$ cat src/ttdr_pkg.sv
// Shared types and constants for the touch tap/drag recognizer.
// No dependencies; every other file of the block imports this package.
`timescale 1ns / 1ps

package ttdr_pkg;

    localparam int TOUCH_SLOTS = 16;
    localparam int COORD_BITS  = 16;
    localparam int ID_BITS     = 4;
    localparam int CFG_IDX_BITS = 2;

    // Drag threshold and its square; a motion's squared distance must exceed the square to count as a drag
    localparam int DRAG_LIMIT    = 5;
    localparam int DRAG_LIMIT_SQ = DRAG_LIMIT * DRAG_LIMIT;

    // Command codes
    localparam logic CMD_TOUCH = 1'b0;
    localparam logic CMD_QUERY = 1'b1;

    // Configuration register indexes
    localparam logic [CFG_IDX_BITS-1:0] CFG_TOUCH_ENABLED  = 2'd0;
    localparam logic [CFG_IDX_BITS-1:0] CFG_DRAG_X_ALLOWED = 2'd1;
    localparam logic [CFG_IDX_BITS-1:0] CFG_DRAG_Y_ALLOWED = 2'd2;

    typedef logic signed [COORD_BITS-1:0] coord_t;
    typedef logic [ID_BITS-1:0]           touch_id_t;

    typedef struct packed {
        logic      command;
        touch_id_t touch_id;
        coord_t    pos_x;
        coord_t    pos_y;
        logic      pressed;
        logic      moved;
        logic      abort;
        logic      inside_req;
    } in_item_t;

    typedef struct packed {
        logic   accepted;
        logic   is_active;
        logic   is_hover;
        logic   is_drag;
        logic   trigger_down;
        logic   trigger_up;
        coord_t current_x;
        coord_t current_y;
    } out_item_t;

    typedef struct packed {
        logic touch_enabled;
        logic drag_x_allowed;
        logic drag_y_allowed;
    } cfg_t;

endpackage

$ cat src/ttdr_if.sv
// Valid/ready channel interfaces for touch events and result items.
// Depends on ttdr_pkg for the payload types.
`timescale 1ns / 1ps

interface ttdr_evt_if;
    import ttdr_pkg::*;
    logic     valid;
    logic     ready;
    in_item_t data;
    modport source (output valid, output data, input ready);
    modport sink   (input valid, input data, output ready);
endinterface

interface ttdr_res_if;
    import ttdr_pkg::*;
    logic      valid;
    logic      ready;
    out_item_t data;
    modport source (output valid, output data, input ready);
    modport sink   (input valid, input data, output ready);
endinterface

$ cat src/ttdr_drag_test.sv
// Drag decision: distance from the start point against the threshold,
// then the allowed-axis test. Depends on ttdr_pkg.
`timescale 1ns / 1ps

module ttdr_drag_test (
    input  ttdr_pkg::coord_t pos_x,
    input  ttdr_pkg::coord_t pos_y,
    input  ttdr_pkg::coord_t start_x,
    input  ttdr_pkg::coord_t start_y,
    input  ttdr_pkg::cfg_t   cfg,
    output logic             drag_hit
);
    import ttdr_pkg::*;

    localparam int DW = COORD_BITS + 1;

    logic signed [DW-1:0] dx, dy;
    logic [DW-1:0]        ax, ay;
    logic [2:0]           sx, sy;
    logic [6:0]           sq_sum;
    logic                 far;

    assign dx = DW'(pos_x) - DW'(start_x);
    assign dy = DW'(pos_y) - DW'(start_y);
    assign ax = dx[DW-1] ? DW'(-dx) : DW'(dx);
    assign ay = dy[DW-1] ? DW'(-dy) : DW'(dy);

    // Beyond the limit on one axis is always far; otherwise square the small parts
    assign sx     = ax[2:0];
    assign sy     = ay[2:0];
    assign sq_sum = 7'(sx * sx) + 7'(sy * sy);
    assign far    = (ax > DW'(DRAG_LIMIT)) || (ay > DW'(DRAG_LIMIT))
                    || (sq_sum > 7'(DRAG_LIMIT_SQ));

    always_comb
    begin
        drag_hit = 1'b0;
        if (far)
        begin
            if (cfg.drag_x_allowed && cfg.drag_y_allowed)
                drag_hit = 1'b1;
            else if (cfg.drag_x_allowed && (ax > ay))
                drag_hit = 1'b1;
            else if (cfg.drag_y_allowed && (ax < ay))
                drag_hit = 1'b1;
        end
    end

endmodule

$ cat src/ttdr_core.sv
// Touch tracking state and the per-event update; state advances once per item.
// Depends on ttdr_pkg and ttdr_drag_test.
`timescale 1ns / 1ps

module ttdr_core (
    input  logic                clk,
    input  logic                rst_n,
    input  logic                advance,
    input  ttdr_pkg::in_item_t  item,
    input  ttdr_pkg::cfg_t      cfg,
    output ttdr_pkg::out_item_t result
);
    import ttdr_pkg::*;

    logic      active_reg, active_next;
    logic      hover_reg, hover_next;
    logic      drag_reg, drag_next;
    logic      down_reg, down_next;
    logic      up_reg, up_next;
    touch_id_t owner_reg, owner_next;
    coord_t    start_x_reg, start_x_next;
    coord_t    start_y_reg, start_y_next;
    coord_t    last_x_reg, last_x_next;
    coord_t    last_y_reg, last_y_next;

    logic accepted, trig_up, cancel, slot_ok, drag_hit;

    ttdr_drag_test u_drag (
        .pos_x   (item.pos_x),
        .pos_y   (item.pos_y),
        .start_x (start_x_reg),
        .start_y (start_y_reg),
        .cfg     (cfg),
        .drag_hit(drag_hit)
    );

    assign cancel  = item.abort || !cfg.touch_enabled;
    assign slot_ok = int'(item.touch_id) < TOUCH_SLOTS;

    always_comb
    begin
        active_next  = active_reg;
        hover_next   = hover_reg;
        drag_next    = drag_reg;
        down_next    = down_reg;
        up_next      = up_reg;
        owner_next   = owner_reg;
        start_x_next = start_x_reg;
        start_y_next = start_y_reg;
        last_x_next  = last_x_reg;
        last_y_next  = last_y_reg;
        accepted     = 1'b0;
        trig_up      = 1'b0;

        if (item.command == CMD_QUERY)
        begin
            trig_up = up_reg;
            up_next = 1'b0;
        end
        else if (slot_ok)
        begin
            if (!active_reg)
            begin
                if (item.pressed && !item.moved && !cancel && item.inside_req)
                begin
                    owner_next   = item.touch_id;
                    active_next  = 1'b1;
                    hover_next   = 1'b1;
                    drag_next    = 1'b0;
                    down_next    = 1'b1;
                    start_x_next = item.pos_x;
                    start_y_next = item.pos_y;
                    last_x_next  = item.pos_x;
                    last_y_next  = item.pos_y;
                    accepted     = 1'b1;
                end
            end
            else if (owner_reg == item.touch_id)
            begin
                last_x_next = item.pos_x;
                last_y_next = item.pos_y;
                if (cancel)
                begin
                    active_next = 1'b0;
                    hover_next  = 1'b0;
                end
                else if (item.pressed)
                begin
                    hover_next = item.inside_req;
                    if (item.moved && !drag_reg && drag_hit)
                        drag_next = 1'b1;
                    accepted = 1'b1;
                end
                else
                begin
                    active_next = 1'b0;
                    hover_next  = 1'b0;
                    if (item.inside_req)
                        up_next = 1'b1;
                    accepted = 1'b1;
                end
            end
        end
    end

    always_comb
    begin
        result.accepted     = accepted;
        result.is_active    = active_next;
        result.is_hover     = hover_next;
        result.is_drag      = drag_next;
        result.trigger_down = down_next;
        result.trigger_up   = trig_up;
        result.current_x    = last_x_next;
        result.current_y    = last_y_next;
    end

    always_ff @(posedge clk or negedge rst_n)
    begin
        if (!rst_n)
        begin
            active_reg  <= 1'b0;
            hover_reg   <= 1'b0;
            drag_reg    <= 1'b0;
            down_reg    <= 1'b0;
            up_reg      <= 1'b0;
            owner_reg   <= '0;
            start_x_reg <= '0;
            start_y_reg <= '0;
            last_x_reg  <= '0;
            last_y_reg  <= '0;
        end
        else if (advance)
        begin
            active_reg  <= active_next;
            hover_reg   <= hover_next;
            drag_reg    <= drag_next;
            down_reg    <= down_next;
            up_reg      <= up_next;
            owner_reg   <= owner_next;
            start_x_reg <= start_x_next;
            start_y_reg <= start_y_next;
            last_x_reg  <= last_x_next;
            last_y_reg  <= last_y_next;
        end
    end

endmodule

$ cat src/touch_tap_drag_recognizer.sv
// Top level of the touch tap/drag recognizer: input register, tracking core,
// result register and configuration registers.
// Depends on ttdr_pkg, ttdr_if (ttdr_evt_if, ttdr_res_if) and ttdr_core.
//
// Usage:
//   evt  - sink channel of touch events and query commands (valid/ready).
//   res  - source channel; exactly one result item per accepted item, in order.
//   cfg_we/cfg_index/cfg_wdata - write-only configuration; write while idle.
// Timing:
//   An accepted item is held in the input register, passes through the tracking
//   update and is loaded into the result register when that register is free or
//   being drained. One item per clock is sustained while res takes results; the
//   single state update between the two registers sets that rate.
// Stall:
//   While res is stalled the result register holds; one more item may wait in
//   the input register, after which evt.ready drops until res drains.
// Reset:
//   Clears all tracking state (no touch claimed, flags low, points at zero),
//   empties both registers, and sets touch enabled with both drag axes off.
`timescale 1ns / 1ps

module touch_tap_drag_recognizer (
    input  logic                                  clk,
    input  logic                                  rst_n,
    ttdr_evt_if.sink                              evt,
    ttdr_res_if.source                            res,
    input  logic                                  cfg_we,
    input  logic [ttdr_pkg::CFG_IDX_BITS-1:0]     cfg_index,
    input  logic                                  cfg_wdata
);
    import ttdr_pkg::*;

    cfg_t      cfg_reg;
    logic      s1_valid_reg;
    in_item_t  s1_item_reg;
    logic      out_valid_reg;
    out_item_t out_item_reg;
    out_item_t core_result;
    logic      advance;

    // Move the held item into the result register when that slot is free or being taken
    assign advance   = s1_valid_reg && (!out_valid_reg || res.ready);
    assign evt.ready = !s1_valid_reg || advance;
    assign res.valid = out_valid_reg;
    assign res.data  = out_item_reg;

    // Configuration registers
    always_ff @(posedge clk or negedge rst_n)
    begin
        if (!rst_n)
        begin
            cfg_reg.touch_enabled  <= 1'b1;
            cfg_reg.drag_x_allowed <= 1'b0;
            cfg_reg.drag_y_allowed <= 1'b0;
        end
        else if (cfg_we)
        begin
            case (cfg_index)
                CFG_TOUCH_ENABLED:  cfg_reg.touch_enabled  <= cfg_wdata;
                CFG_DRAG_X_ALLOWED: cfg_reg.drag_x_allowed <= cfg_wdata;
                CFG_DRAG_Y_ALLOWED: cfg_reg.drag_y_allowed <= cfg_wdata;
                default:            cfg_reg <= cfg_reg;
            endcase
        end
    end

    // Input register: valid bit
    always_ff @(posedge clk or negedge rst_n)
    begin
        if (!rst_n)
            s1_valid_reg <= 1'b0;
        else if (evt.ready)
            s1_valid_reg <= evt.valid;
    end

    // Input register: payload, loaded only on an accepted item
    always_ff @(posedge clk)
    begin
        if (evt.valid && evt.ready)
            s1_item_reg <= evt.data;
    end

    ttdr_core u_core (
        .clk    (clk),
        .rst_n  (rst_n),
        .advance(advance),
        .item   (s1_item_reg),
        .cfg    (cfg_reg),
        .result (core_result)
    );

    // Result register: valid bit
    always_ff @(posedge clk or negedge rst_n)
    begin
        if (!rst_n)
            out_valid_reg <= 1'b0;
        else if (advance)
            out_valid_reg <= 1'b1;
        else if (res.ready)
            out_valid_reg <= 1'b0;
    end

    // Result register: payload
    always_ff @(posedge clk)
    begin
        if (advance)
            out_item_reg <= core_result;
    end

    // A query result never reports the event as consumed
    a_query_not_accepted: assert property (@(posedge clk) disable iff (!rst_n)
        out_valid_reg && out_item_reg.trigger_up |-> !out_item_reg.accepted)
        else $error("trigger_up reported together with accepted");

    // Hover only exists for a claimed touch
    a_hover_needs_active: assert property (@(posedge clk) disable iff (!rst_n)
        out_valid_reg && out_item_reg.is_hover |-> out_item_reg.is_active)
        else $error("hover reported without an active touch");

    // A held item is never dropped while the result side is stalled
    a_hold_item: assert property (@(posedge clk) disable iff (!rst_n)
        s1_valid_reg && !advance |=> s1_valid_reg)
        else $error("input register lost an item");

    // Every advance produces a visible result in the next cycle
    a_advance_fills: assert property (@(posedge clk) disable iff (!rst_n)
        advance |=> out_valid_reg)
        else $error("advance did not load the result register");

    // A stalled result keeps its payload until taken
    a_result_holds: assert property (@(posedge clk) disable iff (!rst_n)
        out_valid_reg && !res.ready |=> out_valid_reg && $stable(out_item_reg))
        else $error("stalled result changed");

endmodule

$ cat src/flat_wrapper.sv
// flat-port wrapper written by rule: the top's interface ports become plain ports
module touch_tap_drag_recognizer_flat import ttdr_pkg::*;
  (clk, rst_n, cfg_we, cfg_index, cfg_wdata, evt_valid, evt_data, evt_ready, res_valid, res_data, res_ready);
  ttdr_evt_if evt_i ();
  ttdr_res_if res_i ();
  input  logic clk;
  input  logic rst_n;
  input  logic cfg_we;
  input  logic [ttdr_pkg::CFG_IDX_BITS-1:0] cfg_index;
  input  logic cfg_wdata;
  input wire logic [$bits(evt_i.valid)-1:0] evt_valid;
  input wire logic [$bits(evt_i.data)-1:0] evt_data;
  output wire logic [$bits(evt_i.ready)-1:0] evt_ready;
  output wire logic [$bits(res_i.valid)-1:0] res_valid;
  output wire logic [$bits(res_i.data)-1:0] res_data;
  input wire logic [$bits(res_i.ready)-1:0] res_ready;
  assign evt_i.valid = evt_valid;
  assign evt_i.data = evt_data;
  assign evt_ready = evt_i.ready;
  assign res_valid = res_i.valid;
  assign res_data = res_i.data;
  assign res_i.ready = res_ready;
  touch_tap_drag_recognizer u_core (.clk(clk), .rst_n(rst_n), .evt(evt_i), .res(res_i), .cfg_we(cfg_we), .cfg_index(cfg_index), .cfg_wdata(cfg_wdata));
endmodule
$ cat config.mk
export PLATFORM = sky130hd
export DESIGN_NAME = touch_tap_drag_recognizer_flat
export DESIGN_NICKNAME = d
export VERILOG_FILES = /design/src/ttdr_pkg.sv /design/src/ttdr_if.sv /design/src/ttdr_drag_test.sv /design/src/ttdr_core.sv /design/src/touch_tap_drag_recognizer.sv /design/src/flat_wrapper.sv
export SDC_FILE = /design/constraint.sdc
export NUM_CORES = 1
export LEC_CHECK = 0
export ABC_AREA = 1
export BUFFER_PORTS_ARGS = -buffer_cell sky130_fd_sc_hd__buf_2
export CAP_MARGIN = 15
export CORE_MARGIN = 5
export CORE_UTILIZATION = 35
export CTS_CLUSTER_DIAMETER = 60
export CTS_CLUSTER_SIZE = 28
export DETAILED_ROUTE_END_ITERATION = 8
export PLACE_DENSITY = 0.58
export SLEW_MARGIN = 25
export SYNTH_ARGS = -nofsm -noshare
export SYNTH_HDL_FRONTEND = slang
export SYNTH_SLANG_ARGS = --single-unit
$ cat constraint.sdc
create_clock -name clk -period 7.4 [get_ports clk]
set_input_delay 1.11 -clock clk [delete_from_list [all_inputs] [get_ports clk]]
set_output_delay 1.11 -clock clk [all_outputs]
set_load 0.1 [all_outputs]
==> results of run 1 <==
## power by group through the flow
stage | sequential [mW] | combinational [mW] | clock, mW
2_1_floorplan | 1.59 | 1.18 | 0
3_3_place_gp | 1.23 | 1.89 | 0
3_5_place_dp | 1.23 | 1.91 | 0
4_1_cts | 1.22 | 1.92 | 0.877
5_1_grt | 1.24 | 2.16 | 0.913
6_report | 1.22 | 1.90 | 0.853
## Yosys cell counts, drive strengths merged
master,instances
dfrtp,77
nor3,8
a21o,2
a32oi,1
and2,2
or4,1
nor2,77
xor2,13
nand2,477
o211ai,2
a21oi,42
a21boi,1
o21bai,1
clkinv,2
inv,214
nand3,86
clkbuf,17
nor3b,1
o21a,1
or2,2
nor4,2
mux2,4
dfstp,1
o21ai,88
buf,10
nand4,16
ha,58
xnor2,3
a211oi,1
o31ai,2
nand3b,7
edfxtp,79
fa,4
## tightest hold or removal path, delay by kind of cell, from the launching register on
| family | cells | cell delay [ps] |
|---|---|---|
| DFF | 1 | 330 |
| buffers and inverters | 1 | 50 |
| and+or+nand+nor | 1 | 50 |
## area by class of cell
class	instances	area, um^2	share of cell area
clock inverter	12	101	0.00891
multi-input combinational	902	4720	0.415
timing repair buffer	93	480	0.0422
clock buffer	20	467	0.0410
inverter	216	812	0.0714
sequential	157	4330	0.380
tap	378	473	0.0416
## worst paths after layout
path                                                     startpoint                                        to  cells after the start
min reg2reg                      u_core.u_core.down_reg$_DFFE_PN0P_        u_core.u_core.down_reg$_DFFE_PN0P_                      2
max                        u_core.u_core.start_y_reg[0]$_DFFE_PN0P_             u_core.res.data[34]$_DFFE_PP_                     33
max in group asynchronous                                     rst_n  u_core.u_core.start_y_reg[3]$_DFFE_PN0P_                      2
min                              u_core.u_core.down_reg$_DFFE_PN0P_        u_core.u_core.down_reg$_DFFE_PN0P_                      2
min in group asynchronous                                     rst_n   u_core.u_core.last_x_reg[3]$_DFFE_PN0P_                      1
max reg2reg                u_core.u_core.start_y_reg[0]$_DFFE_PN0P_             u_core.res.data[34]$_DFFE_PP_                     33
## cells by family after synthesis
group	after synthesis
compound gates	141
xor+xnor	16
fa+ha+maj	62
buf+inv	243
flops	157
mux	4
simple gates	679
## metal layers
metal	part of all wire	GRT usage
met2	0.44	0.235
met4	0.0087	0.0329
met3	0.032	0.0257
met5	0	0
met1	0.52	0.219
## metrics by stage
| step | hold WS (ps) | instances |
|---|---|---|
| after floorplan | 423 | 1302 |
| after global placement | 435 | 1746 |
| after detailed placement | 439 | 1746 |
| after CTS | 457 | 1778 |
| after global routing | 502 | 1778 |
| final | 454 | 1778 |
## cell usage in the layout (no fill, tap or decap), types with 11 or more instances in the layout
cell       instances
a21oi_1           36
clkbuf_16         17
nor2_1            68
xor2_1            11
o21ai_0           67
nand2_1          445
ha_1              58
inv_1            208
nand4_1           15
dfrtp_1           77
nand2_2           30
o21ai_1           18
nand3_1           78
buf_2             87
edfxtp_1          79
==> flow_summary.ini, run 1 <==
[outcome]
status = completed

[critical_path]
cp-end-kind = register
arrival_ps = 5300
crit_type = register to register
crit_buf_inv = 5
cp_top_family = adder cells
max_stage_delay_ps = 470
crit_slowest_cell = fa_1
cp-start-kind = register
critical_path_required_ps = 7570
r2r_slack_ps = 2270
critPathMaxFanout = 27

[yosys]
syn-mean-instance-area_um2 = 7.68
synth_top_family_by_area = simple AND/OR/NAND/NOR gates
ys_ff_latch = 157
synth_area_mm2 = 0.00999
synth_compound_area_frac = 0.0765
yosys.area.top_type = edfxtp_1
yosys_warnings = 0
synthCells = 1302
synthMuxAreaShare = 0.00451
synth_top_cell_area_share = 0.237
syn_nets = 1413
yosysSeqAreaShare = 0.433
synth-adder-area-share = 0.0806
synth_cell_type_count = 50
ys_top_cells_by_area = edfxtp_1 (24%), dfrtp_1 (19%), nand2_1 (17%), inv_1 (7.9%), ha_1 (7.3%)
synth-simple-area-share = 0.294
synth_xor_area_frac = 0.0155

[pwr]
seqPwrFrac = 0.307
leakagePower_nw = 5.75
intPower_mw = 2.15
power_mw = 3.98
power_per_cell_area_mw_per_mm2 = 350
pwr-share-comb = 0.479
ir_worst_vdd_v = 0.000175
swShare = 0.458
p_switching_mw = 1.82
clockPowerShare = 0.214

[placed_design]
dpl-instance-area_mm2 = 0.0108
place_ws_ps = 2270
hpwl_um = 17600
port_buffers = 88
gp_congestion = 0.865

[cells_and_area]
layout.nets = 1498
syn_to_final_growth_pct = 13.8
fillers = 2905
drive_gt1_frac = 0.143
final_area_mm2 = 0.0114
largest_reg_flops = 41
finish.utilization = 0.406
antenna_cells = 0

[timing]
rsz0062_at_grt = no
slew_headroom = 0.406
fin_crit_sh = 0.694
min_period_ps = 5130
finalHoldViolCount = 0
tns_ps = 0
tightest_slew_ps = 891
finalClockSkew_ps = 16.6
setup_slack_ps = 2270
max_freq_mhz = 195
setup_viol = 0
drv_slew = 0

[global_routing]
grt_max_degree = 75
grt_pass1_vias = 7833
grt_pass1_wl_um = 38800
grt_antenna_before_repair = 0
grt_overflow = 0
grtUsageTotal = 0.150

[cts]
clkLatencyLatePin_ps = 430
clkTransAtPathRegs_ps = 70
htreeDepth = 4
postCtsSetupBuffers = 0
clk_path_buf_depth = 2
cts_num_sinks = 157
cts_buffers = 17
postCtsResizedCells = 0
tritoncts = done
clockRootBuffer = clkbuf_16
hold_buffers = 0

[job]
drv_cap = 0

[floorplanning]
die_x_um = 179
io_pins = 89
core-area_mm2 = 0.0280
dieHeight_um = 179
num_rows = 61
die-area_mm2 = 0.0320
initial_utilization = 0.357

[detailed_routing]
drcViolationCount = 0
dr.pass1.iters = 5
routed_wl_um = 23300
wl_per_cell_um = 13.1
ant_nets = 0
vias = 8191
drt-initial-drc-count = 452
viasPerCell = 4.61

[hold_path]
hp-class = register to register
No activity file was read; power rests on OpenSTA's default activity.
==> run 2, diff against run 1 <==
PLACE_DENSITY = 0.59   (was 0.58)
clock period = 4.55 ns   (was 7.4 ns; I/O delays follow)
==> run 2 against run 1 <==
The run now ends with setup timing left. Final cell count grew 3.9%. Worst hold slack worse by 200 ps. Global-route usage increased by 0.37 points. Worst setup slack worse by 2300 ps. Combinational power grew 78%. Maximum frequency up 12%. Sequential power increased by 62%. Utilization increased by 2.5 points. Total power up 72%. Critical path type unchanged. Critical endpoint unchanged. Largest power group unchanged.
==> flow_summary.ini, run 2 (synthesis gave the netlist of run 1 again) <==
[placed_design]
place_inst = 1807
gp_congestion = 0.859
port_buffers = 88
place_ws_ps = -227
dpl-instance-area_mm2 = 0.0113
hpwl_um = 18000

[critical_path]
r2r-end = u_core.res.data[34]$_DFFE_PP_
max_stage_delay_ps = 470
worst_path_most_repeated_cell = nand2_2
cp-start-kind = register
crit-reg2reg-launch = u_core.u_core.start_x_reg[0]$_DFFE_PN0P_
reg2reg_depth = 33
cp-end-kind = register
critical_path_required_ps = 4740
r2r_slack_ps = -20
arrival_ps = 4750
critPathMaxFanout = 3
crit_slowest_cell = fa_1
crit_type = register to register

[pwr]
clockPowerShare = 0.217
ir_worst_vdd_v = 0.000402
power_per_cell_area_mw_per_mm2 = 568
pwr-share-comb = 0.495
power_mw = 6.86
seqPwrFrac = 0.288
swShare = 0.448
leakagePower_nw = 6.12
intPower_mw = 3.79
p_switching_mw = 3.07

[global_routing]
grt_antenna_before_repair = 0
grt_max_degree = 75
grt_pass1_vias = 8170
grt_pass1_wl_um = 40000
grtUsageTotal = 0.154
grt_overflow = 0

[floorplanning]
die-area_mm2 = 0.0320
die_x_um = 179
core-area_mm2 = 0.0280
num_rows = 61
dieHeight_um = 179
initial_utilization = 0.357
io_pins = 89

[cells_and_area]
final_area_mm2 = 0.0121
layout_commonest_cell = nand2_1
finish.utilization = 0.431
antenna_cells = 0
drive_gt1_frac = 0.199
final_cell_mix = nand2_1 (439), inv_1 (203), buf_2 (87)
largest_reg_flops = 41
layout.nets = 1568
syn_to_final_growth_pct = 20.7
stdcell_count = 1848

[timing]
slew_headroom = 0.413
finalHoldViolCount = 0
rsz0062_at_grt = yes
drv_slew = 0
finalClockSkew_ps = 14.8
tightest_slew_ps = 880
max_freq_mhz = 219
tns_ps = -19.0
setup_slack_ps = -19.0
finalHoldWorstSlack_ps = 250
fin_crit_sh = 1.00
min_period_ps = 4570
setup_viol = 1

[detailed_routing]
viasPerCell = 4.61
routed_wl_um = 23700
drt-initial-drc-count = 481
dr.pass1.iters = 5
drcViolationCount = 0
ant_nets = 0
vias = 8522
wl_per_cell_um = 12.8

[cts]
clk_path_buf_depth = 2
clockRootBuffer = clkbuf_16
clkTransAtPathRegs_ps = 70
htreeDepth = 4
clkLatencyLatePin_ps = 430
cts_num_sinks = 157
cts_buffers = 17
tritoncts = done

[outcome]
status = complete, but fails checks
failed_checks = setup timing

[hold_path]
hp-class = input pin to async pin

[job]
drv_cap = 0
run 2: cell types whose count changed in the layout (fill, tap and decap cells not counted), moves of 5 or more:
cell	delta
inv_1	-5
nand2_1	-6
ha_1	-5
inv_2	+5
buf_4	+69
nand2_2	+5
run 2: area by class of cell:
type	count	area [um^2]
Fill cell	2753	15900
Multi-Input combinational cell	902	4820
Sequential cell	157	4330
Timing Repair Buffer	163	1020
Inverter	216	811
Clock buffer	19	475
Tap cell	378	473
Clock inverter	13	143
run 2: layer usage:
layer / part of all wire / routed length [um] / track usage
met1: 0.50 / 11900 / 0.225
met2: 0.45 / 10700 / 0.241
met3: 0.040 / 942 / 0.0264
met4: 0.0071 / 168 / 0.0326
met5: 0 / 0 / 0
run 2: worst max-delay path by stage:
stage,depth (start not counted),endpoint,from
after floorplan,32,u_core.res.data[34]$_DFFE_PP_,u_core.u_core.start_y_reg[0]$_DFFE_PN0P_
after global placement,33,u_core.res.data[34]$_DFFE_PP_,u_core.u_core.start_x_reg[0]$_DFFE_PN0P_
after detailed placement,33,u_core.res.data[34]$_DFFE_PP_,u_core.u_core.start_y_reg[0]$_DFFE_PN0P_
after CTS,33,u_core.res.data[34]$_DFFE_PP_,u_core.u_core.start_y_reg[0]$_DFFE_PN0P_
after global routing,33,u_core.res.data[34]$_DFFE_PP_,u_core.u_core.start_x_reg[0]$_DFFE_PN0P_
final,33,u_core.res.data[34]$_DFFE_PP_,u_core.u_core.start_x_reg[0]$_DFFE_PN0P_
run 2: power by group through the flow:
| stage | registers, mW | logic, mW | clock network [mW] |
|---|---|---|---|
| floorplan | 2.59 | 1.92 | 0 |
| global placement | 2.00 | 3.24 | 0 |
| detailed placement | 2.00 | 3.28 | 0 |
| CTS | 1.98 | 3.35 | 1.53 |
| global route | 2.01 | 3.82 | 1.59 |
| finish | 1.98 | 3.39 | 1.49 |
run 2: what timing repair did:
item,4_1_cts,5_1_grt
setup endpoints to repair,2,2
pin swaps,12,13
buffers inserted,6,3
resized for setup,18,12
hold buffers,0,0
run 2: worst max-delay path: cells and delay by family (launching register included):
kind / cells / cell delay (ps)
adders and majority gates: 6 / 1720
and+or+nand+nor: 16 / 1190
AOI/OAI and AO/OA: 5 / 670
DFF: 1 / 390
buffers and inverters: 6 / 360
==> run 3, diff against run 2 <==
CORE_UTILIZATION = 55   (was 35)
PLACE_DENSITY = 0.83   (was 0.59)
==> run 3 against run 2 <==
The flow now finishes without violations. Sequential cell count is the same. Worst setup slack gained 29 ps. Wire length grew 0.18%. First-iteration DRC count grew 55%. Utilization grew 22 points. Final area shrank 3.8%. Via count grew 3.5%. Non-clock buffer count shrank 23. Largest cell class unchanged. Highest routed layer unchanged.
==> flow_summary.ini, run 3 (synthesis gave the netlist of run 1 again) <==
[cts]
clk_path_buf_depth = 2
clkTransAtPathRegs_ps = 70
clockRootBuffer = clkbuf_16
htreeDepth = 4
cts_buffers = 17
clkLatencyLatePin_ps = 430
tritoncts = done
cts_num_sinks = 157

[global_routing]
grtUsageTotal = 0.237
grtUsageMet3 = 0.0375
grt_max_degree = 79
grt_pass1_wl_um = 39800
grt_overflow = 0
grt_antenna_before_repair = 0
grt_pass1_vias = 8538
met1_usage = 0.338
grt-busiest-layer = met2
use_met2 = 0.374

[floorplanning]
dieHeight_um = 145
num_rows = 49
die-area_mm2 = 0.0210
die_x_um = 145
initial_utilization = 0.558
core-area_mm2 = 0.0179
io_pins = 89

[cells_and_area]
drive_gt1_frac = 0.180
largest_reg_flops = 41
fillers = 1439
layout.nets = 1545
final_area_mm2 = 0.0116
stdcell_count = 1676
layout_commonest_cell = nand2_1
antenna_cells = 0
syn_to_final_growth_pct = 16.1
final_cell_mix = nand2_1 (441), inv_1 (206), buf_2 (87)

[critical_path]
critPathMaxFanout = 3
arrival_ps = 4720
critical_path_required_ps = 4730
crit_type = register to register
cp-start-kind = register
crit_slowest_cell = fa_1
cp-end-kind = register
worst_path_most_repeated_cell = nand2_2
max_stage_delay_ps = 480

[pwr]
power_per_cell_area_mw_per_mm2 = 572
ir_worst_vdd_v = 0.000417
leakagePower_nw = 5.98

[outcome]
status = completed

[job]
drv_cap = 0

[timing]
rsz0062_at_grt = yes
finalClockSkew_ps = 8.89
max_freq_mhz = 220
drv_slew = 0
min_period_ps = 4540
tightest_slew_ps = 871
finalHoldViolCount = 0
slew_headroom = 0.419
fin_crit_sh = 0.998
setup_viol = 0

[detailed_routing]
dr.pass1.iters = 6
ant_nets = 0
viasPerCell = 5.26
vias = 8820
wl_per_cell_um = 14.2
drt-initial-drc-count = 744
drcViolationCount = 0
routed_wl_um = 23800

[placed_design]
place_inst = 1639
gp_congestion = 0.920
hpwl_um = 17300
port_buffers = 88
dpl-instance-area_mm2 = 0.0109

[hold_path]
hp-class = input pin to async pin
run 3: area by class of cell:
| type | instances | area (um^2) | area share |
|---|---|---|---|
| Multi-Input combinational cell | 902 | 4780 | 0.412 |
| Sequential cell | 157 | 4330 | 0.373 |
| Timing Repair Buffer | 140 | 850 | 0.0732 |
| Inverter | 216 | 811 | 0.0699 |
| Clock buffer | 19 | 443 | 0.0382 |
| Tap cell | 229 | 287 | 0.0247 |
| Clock inverter | 13 | 105 | 0.00906 |
run 3: worst max-delay path, delay by kind of cell, from the launching register on:
family,cells,cell delay [ps]
adder cells (fa/ha/maj),6,1740
AND/OR/NAND/NOR,16,1170
AO/OA/AOI/OAI,5,640
flip-flops,1,410
buffers and inverters,6,340
run 3: layer usage:
layer / vias to the layer above / share of wire
li1: 4402 / -
met1: 4105 / 0.46
met2: 277 / 0.46
met3: 36 / 0.063
met4: 0 / 0.018
met5: - / 0
run 3: power by group:
part	switching (mW)	leakage, nW	internal [mW]
logic	2.27	3.90	1.03
clock network	0.625	0.270	0.726
registers	0.145	1.81	1.84
total	3.04	5.98	3.60
run 3: timing repair:
| action | 4_1_cts | 5_1_grt |
|---|---|---|
| hold endpoints to repair | 0 | 0 |
| pin swaps | 9 | 6 |
| endpoints found under the setup margin | 2 | 2 |
| hold buffers | 0 | 0 |
| setup buffers | 3 | 2 |
| resized for setup | 17 | 4 |
run 3: path summary, 6_finish.rpt:
check                                                           endpoint  depth (start not counted)                                      from  slack (ps)
min in group clk                         u_core.s1_item_reg[7]$_DFFE_PP_                          1                               evt_data[7]         420
max in group asynchronous       u_core.u_core.start_y_reg[2]$_DFFE_PN0P_                          1                                     rst_n        3740
worst max register to register             u_core.res.data[34]$_DFFE_PP_                         33  u_core.u_core.start_x_reg[0]$_DFFE_PN0P_          10
worst max-delay path                       u_core.res.data[34]$_DFFE_PP_                         33  u_core.u_core.start_x_reg[0]$_DFFE_PN0P_          10
worst min-delay path            u_core.u_core.last_x_reg[11]$_DFFE_PN0P_                          1                                     rst_n         280
worst min register to register        u_core.u_core.down_reg$_DFFE_PN0P_                          2        u_core.u_core.down_reg$_DFFE_PN0P_         470
run 3: metrics by stage:
step,hold slack [ps],setup slack (ps),util,TNS (ps),power (mW)
after floorplan,387,6.27,-,0,4.51
after global placement,434,-111,0.611,-111,5.13
after detailed placement,463,-176,0.612,-267,5.23
after CTS,409,2.85,0.646,0,6.63
after global routing,349,-297,0.648,-534,7.13
final,279,10.0,0.648,0,6.64
